## config.mk

```make
export PLATFORM = sky130hd
export DESIGN_NAME = frl_ram
export DESIGN_NICKNAME = d
export VERILOG_FILES = /design/src/frl_ram.sv
export SDC_FILE = /design/constraint.sdc
export NUM_CORES = 1
export LEC_CHECK = 0
export ABC_AREA = 1
export BUFFER_PORTS_ARGS = -buffer_cell sky130_fd_sc_hd__buf_2
export CORE_UTILIZATION = 35
export CTS_CLUSTER_DIAMETER = 120
export CTS_CLUSTER_SIZE = 16
export DETAILED_ROUTE_END_ITERATION = 8
export GPL_TIMING_DRIVEN = 0
export PLACE_DENSITY = 0.57
export SYNTH_ARGS = -nofsm -noshare
export SYNTH_HDL_FRONTEND = slang
export SYNTH_SLANG_ARGS = --single-unit
```

## constraint.sdc

```tcl
create_clock -name clk -period 2.9 [get_ports clk]
set_clock_uncertainty 0.15 [all_clocks]
set_input_delay 0.58 -clock clk [delete_from_list [all_inputs] [get_ports clk]]
set_output_delay 0.58 -clock clk [all_outputs]
set_load 0.005 [all_outputs]
```

## src/frl_ram.sv

```systemverilog
// Generic single-port RAM with registered read data.
module frl_ram #(
	parameter int WIDTH = 8,
	parameter int DEPTH = 16,
	localparam int AW = $clog2(DEPTH)
) (
	input  logic             clk,
	input  logic             we,
	input  logic [AW-1:0]    addr,
	input  logic [WIDTH-1:0] wdata,
	output logic [WIDTH-1:0] rdata
);

	logic [WIDTH-1:0] mem_q [DEPTH];

	always_ff @(posedge clk) begin
		if (we)
			mem_q[addr] <= wdata;
		rdata <= mem_q[addr];
	end

endmodule

```

==> results_dict.tcl, run 1 <==
set metrics [dict create \
    status "complete, no violations" \
    drc 0 \
    synth-compound-area-share_pct 0 \
    stdcell_count 811 \
    cp.arrival_ps 2130 \
    critPathMaxStageDelay_ps 710 \
    synthFlopType "edfxtp_1" \
    path_buf_inv 4 \
    slew_violations 0 \
    synthTopCellsByArea "edfxtp_1 (69%), nand2_1 (23%), dfxtp_1 (2.9%)" \
    gp_congestion 0.891 \
    grt_pass1_wl_mm 19.4 \
    seq_area_frac_synth_pct 71.6 \
    max-vdd-ir-drop_v 0.000424 \
    cp_max_fo 10 \
    antenna_found_initial 0 \
    synth_edf_count 128 \
    finalCritPeriodShare_pct 77.3 \
    io_buffer_count 20 \
    dr.pass1.iters 5 \
    placed_area_sq_um 5960 \
    yosys-top-cells-count "nand2_1 (346), edfxtp_1 (128), inv_1 (21)" \
    crit_path_end_kind "register" \
    grt_usage_pct 16.8 \
    critPathKind "primary input to register" \
    root_buffer "clkbuf_16" \
    max_slew.worst_pin.slew_ps 830 \
    drt-initial-drc-count 229 \
    routedWlPerCell_microns 15.5 \
    cp_slowest_cell "nor2_1" \
    synth-seq-cells 136 \
    grt_setup_unrepaired "false" \
    hold_buffers 0 \
    dieArea_sq_um 16500 \
    crit_top_cell "buf_2" \
    holdCritPathClass "primary input to register" \
    gr-total-overflow 0 \
    cts_resized 0 \
    yosys.area.top_type "edfxtp_1" \
    synth_top_family_by_area "simple AND/OR/NAND/NOR gates" \
    routed_wl_mm 12.5 \
    first_global_vias 3544 \
    start_util_pct 36.4 \
    dp.cells 779 \
    dp_hpwl_mm 8.44 \
    antenna_left 0 \
    fin_util_pct 42.6 \
    vias_per_cell 4.55 \
    pin_count 22 \
    cap_violations 0 \
    stdcell_area_sq_um 6550 \
    clk_pin_slew_ps 60 \
    p_leak_nw 2.79 \
    whs_ps 441 \
    synth.area.mux_share_pct 0 \
    worstPathRequired_ps 2790 \
    yosysWarningCount 0 \
    timing.final.crit_period_ps 2240 \
    worstSkewPairLatency_ps 420 \
    startpoint_type "primary input" \
    synthAdderAreaFrac_pct 0 \
    numCtsBuffers 17 \
    tns_ps 0 \
    coreArea_sq_um 15400 \
    final_hold_viol_count 0 \
    worst_slack_ps 658 \
    cts_tree "built" \
    synth_area_per_cell_sq_um 10.2 \
    grt_max_degree 17 \
    clockBufferDepth 2 \
    syn_inst 548 \
    yosys.area_share.simple_pct 24.8 \
    p_per_area_nw_per_um2 707 \
    syn_area_sq_um 5590 \
    cts.sinks 136 \
    fin_nets 601 \
    synth-xor-area-share_pct 0 \
    maxSlewHeadroom_pct 44.5 \
    area_growth_pct 17.2 \
    post_cts_buffers 0 \
    power_mw 4.63 \
    drive_gt1_share_pct 11.3 \
    dr_total_vias 3687 \
    synthesis.nets 562 \
    synthArstFlopShare_pct 0 \
    dieHeight_microns 128 \
    fp.dieW_microns 128 \
    cts_max_level 4 \
    antenna_cells 0 \
    core.rowCount 45 \
    setup-violations-final 0 \
    crit_chain "buf_2 > inv_2 > buf_4 > buf_2 > nand3_1 > nor2_1" \
    synth_cell_types 11 \
    path_delay_family "simple AND/OR/NAND/NOR gates" \
    dp_slack_ps 257 \
    yosys.area.top_type_share_pct 68.7 \
    clock.fmax_ghz 0.446 \
    synth_most_common_cell "nand2_1" \
]
cells by family after synthesis:
kind of cell,Yosys count
buffers and inverters,44
flip-flops,136
AND/OR/NAND/NOR,368
power breakdown:
| group | leakage, nW | internal, mW | switching, mW | total (mW) |
|---|---|---|---|---|
| clock network | 0.284 | 1.37 | 0.785 | 2.15 |
| registers | 1.22 | 2.20 | 0.0105 | 2.21 |
| logic | 1.28 | 0.0749 | 0.196 | 0.271 |
| total | 2.79 | 3.64 | 0.991 | 4.63 |
path summary, 6_finish.rpt:
check	startpoint	endpoint	slack, ps	cells past startpoint
max	addr[0]	mem_q[6][2]$_DFFE_PP_	660	6
min	wdata[6]	mem_q[8][6]$_DFFE_PP_	440	1
max reg2reg	mem_q[2][5]$_DFFE_PP_	rdata[5]$_DFF_P_	1690	8
min reg2reg	mem_q[8][2]$_DFFE_PP_	rdata[2]$_DFF_P_	580	8
state kept, by name, summed over array words and instances (netlist names):
name,count
mem_q,128
rdata,8
cell type report:
class                           count  area (sq um)
Timing Repair Buffer               20           100
Clock buffer                       19           443
Multi-Input combinational cell    368          1390
Fill cell                        1426          8820
Sequential cell                   136          4000
Buffer                             21           116
Tap cell                          211           264
Inverter                           23          86.3
Clock inverter                     13           153
cell usage in the layout (no fill, tap or decap):
cell type	instances
nand2_1	346
edfxtp_1	128
buf_2	32
inv_1	21
nor2_1	18
clkbuf_16	17
dfxtp_1	8
buf_4	6
clkbuf_1	4
nand3_1	4
clkinv_1	3
bufinv_16	3
clkinv_2	3
clkinvlp_4	3
inv_2	1
clkinv_4	1
inv_6	1
clkbuf_8	1
metal layers:
layer  track usage (%)  routed length [microns]  up-vias
met4              6.23                      186        0
met2              27.7                     6090       93
met3              4.03                      652       15
met1              21.4                     5620     1745
met5                 0                        0        -
li1                  -                        -     1834
Note: power is estimated with default switching activity, not from simulation.
==> run 2, diff against run 1 <==
- clock period: 2.9 -> 2.19 ns (I/O delays scaled with it)
==> run 2 against run 1 <==
Net effect:
- design area is essentially flat
- critical path depth fell by 2
- combinational power increased by 32%
- sequential share of layout area hardly changed
- worst setup slack lost 570 ps
- non-clock buffer count is the same
- sequential power is 33% higher
- total power up 32%
- die area unchanged
- hold slack worse by 140 ps
- via count increased by 0.19%
- largest power group unchanged
==> results_dict.tcl, run 2 (synthesis gave the netlist of run 1 again) <==
set metrics [dict create \
    worstPathRequired_ps 2080 \
    cap_violations 0 \
    grtUsageMet1_pct 21.4 \
    setup-violations-final 0 \
    root_buffer "clkbuf_16" \
    cts_tree "built" \
    power_switching_mw 1.31 \
    grt_setup_unrepaired "true" \
    cp.arrival_ps 1990 \
    fillers 1428 \
    max-vdd-ir-drop_v 0.000559 \
    antenna_left 0 \
    cts_max_level 4 \
    clock.fmax_ghz 0.475 \
    grt_max_degree 17 \
    p_comb_share_pct 5.9 \
    clockBufferDepth 2 \
    clk_pin_slew_ps 60 \
    core.rowCount 45 \
    placed_area_sq_um 5960 \
    largest_register "mem_q" \
    dr.pass1.iters 5 \
    dieHeight_microns 128 \
    maxSlewHeadroom_pct 44.6 \
    start_util_pct 36.4 \
    area_growth_pct 17.2 \
    met3_usage_pct 4.03 \
    p_clk_share_pct 46.4 \
    largest_reg_flops 128 \
    hold_buffers 0 \
    slew_violations 0 \
    crit_path_end_kind "register" \
    numCtsBuffers 17 \
    final_common_cell "nand2_1" \
    critPathKind "primary input to register" \
    grt_usage_pct 16.8 \
    dieArea_sq_um 16500 \
    routedWlPerCell_microns 15.4 \
    cts.sinks 136 \
    antenna_found_initial 0 \
    gr-total-overflow 0 \
    worstSkewPairLatency_ps 420 \
    p_leak_nw 2.79 \
    drt-initial-drc-count 247 \
    status "complete, no violations" \
    gp_congestion 0.891 \
    intPower_mw 4.82 \
    grt_pass1_wl_mm 19.4 \
    pin_count 22 \
    routed_wl_mm 12.5 \
    cp_max_fo 10 \
    stdcell_area_sq_um 6560 \
    p_per_area_nw_per_um2 935 \
    dr_total_vias 3694 \
    holdCritPathClass "primary input to register" \
    grtUsageMet2_pct 27.7 \
    dp_hpwl_mm 8.44 \
    grt_busiest_layer "met2" \
    antenna_cells 0 \
    final_hold_viol_count 0 \
    timing.final.crit_period_ps 2100 \
    max_slew.worst_pin.slew_ps 828 \
    startpoint_type "primary input" \
    fin_nets 601 \
    coreArea_sq_um 15400 \
    drc 0 \
    finalCritPeriodShare_pct 96.1 \
    multi_input_area_sq_um 1390 \
    drive_gt1_share_pct 11.7 \
    whs_ps 303 \
    top_regs "mem_q x128, rdata x8" \
    io_buffer_count 20 \
    vias_per_cell 4.55 \
    first_global_vias 3544 \
    switching_share_pct 21.4 \
    pwr-share-seq_pct 47.7 \
    seqCellArea_sq_um 4000 \
    fp.dieW_microns 128 \
    mostFrequentLayoutCells "nand2_1 (346), edfxtp_1 (128), buf_2 (32), inv_1 (21), clkbuf_16 (17)" \
    tns_ps 0 \
]
## run 2: cell types whose count changed in the layout (fill, tap and decap cells not counted)
cell,delta
nor2_1,-2
nor2_2,+2
## run 2: stage by stage
step | power [mW] | utilization (%) | setup WS (ps) | std cells
after floorplan | 3.18 | - | 225 | 548
after global placement | 3.33 | 38.8 | -283 | 779
after detailed placement | 3.34 | 38.8 | -311 | 779
after CTS | 6.17 | 42.6 | 109 | 811
after global routing | 6.33 | 42.7 | -25.5 | 811
final | 6.13 | 42.7 | 86.2 | 811
## run 2: final timing paths
kind                          startpoint                     end  slack [ps]  cells after the start
setup / recovery                 addr[1]  mem_q[11][1]$_DFFE_PP_          90                      4
hold / removal                  wdata[6]   mem_q[0][6]$_DFFE_PP_         300                      1
setup reg to reg   mem_q[2][5]$_DFFE_PP_        rdata[5]$_DFF_P_         980                      8
hold reg to reg   mem_q[10][3]$_DFFE_PP_        rdata[3]$_DFF_P_         580                      8
## run 2: repair_timing
| action | 4_1_cts | 5_1_grt |
|---|---|---|
| resized for setup | 0 | 2 |
| setup buffers | 0 | 0 |
| endpoints found under the setup margin | 0 | 22 |
| hold endpoints to repair | 0 | 0 |
## run 2: layout make-up
type	count	share of cell area [%]
Multi-Input combinational cell	368	21.2
Clock inverter	13	2.33
Clock buffer	19	6.75
Timing Repair Buffer	20	1.53
Sequential cell	136	61.1
Buffer	21	1.77
Inverter	23	1.32
Tap cell	211	4.03
## run 2: critical path, cell delays in order
cell and delay [ps]:
buf_2 180, clkbuf_1 370, nand3_1 290, nor2_1 710
## run 2: power by group through the flow
| stage | clock (mW) | sequential (mW) | combinational, mW |
|---|---|---|---|
| floorplan | 0 | 2.98 | 0.201 |
| global placement | 0 | 2.98 | 0.357 |
| detailed placement | 0 | 2.98 | 0.359 |
| CTS | 2.89 | 2.93 | 0.361 |
| global route | 2.99 | 2.93 | 0.406 |
| finish | 2.85 | 2.93 | 0.359 |
## run 2: routing by layer
| metal | vias up | part of all wire [%] | wire length (microns) |
|---|---|---|---|
| met5 | - | 0 | 0 |
| met4 | 0 | 1.8 | 223 |
| met3 | 18 | 5.7 | 716 |
| met2 | 94 | 48 | 6010 |
| met1 | 1748 | 44 | 5570 |
| li1 | 1834 | - | - |
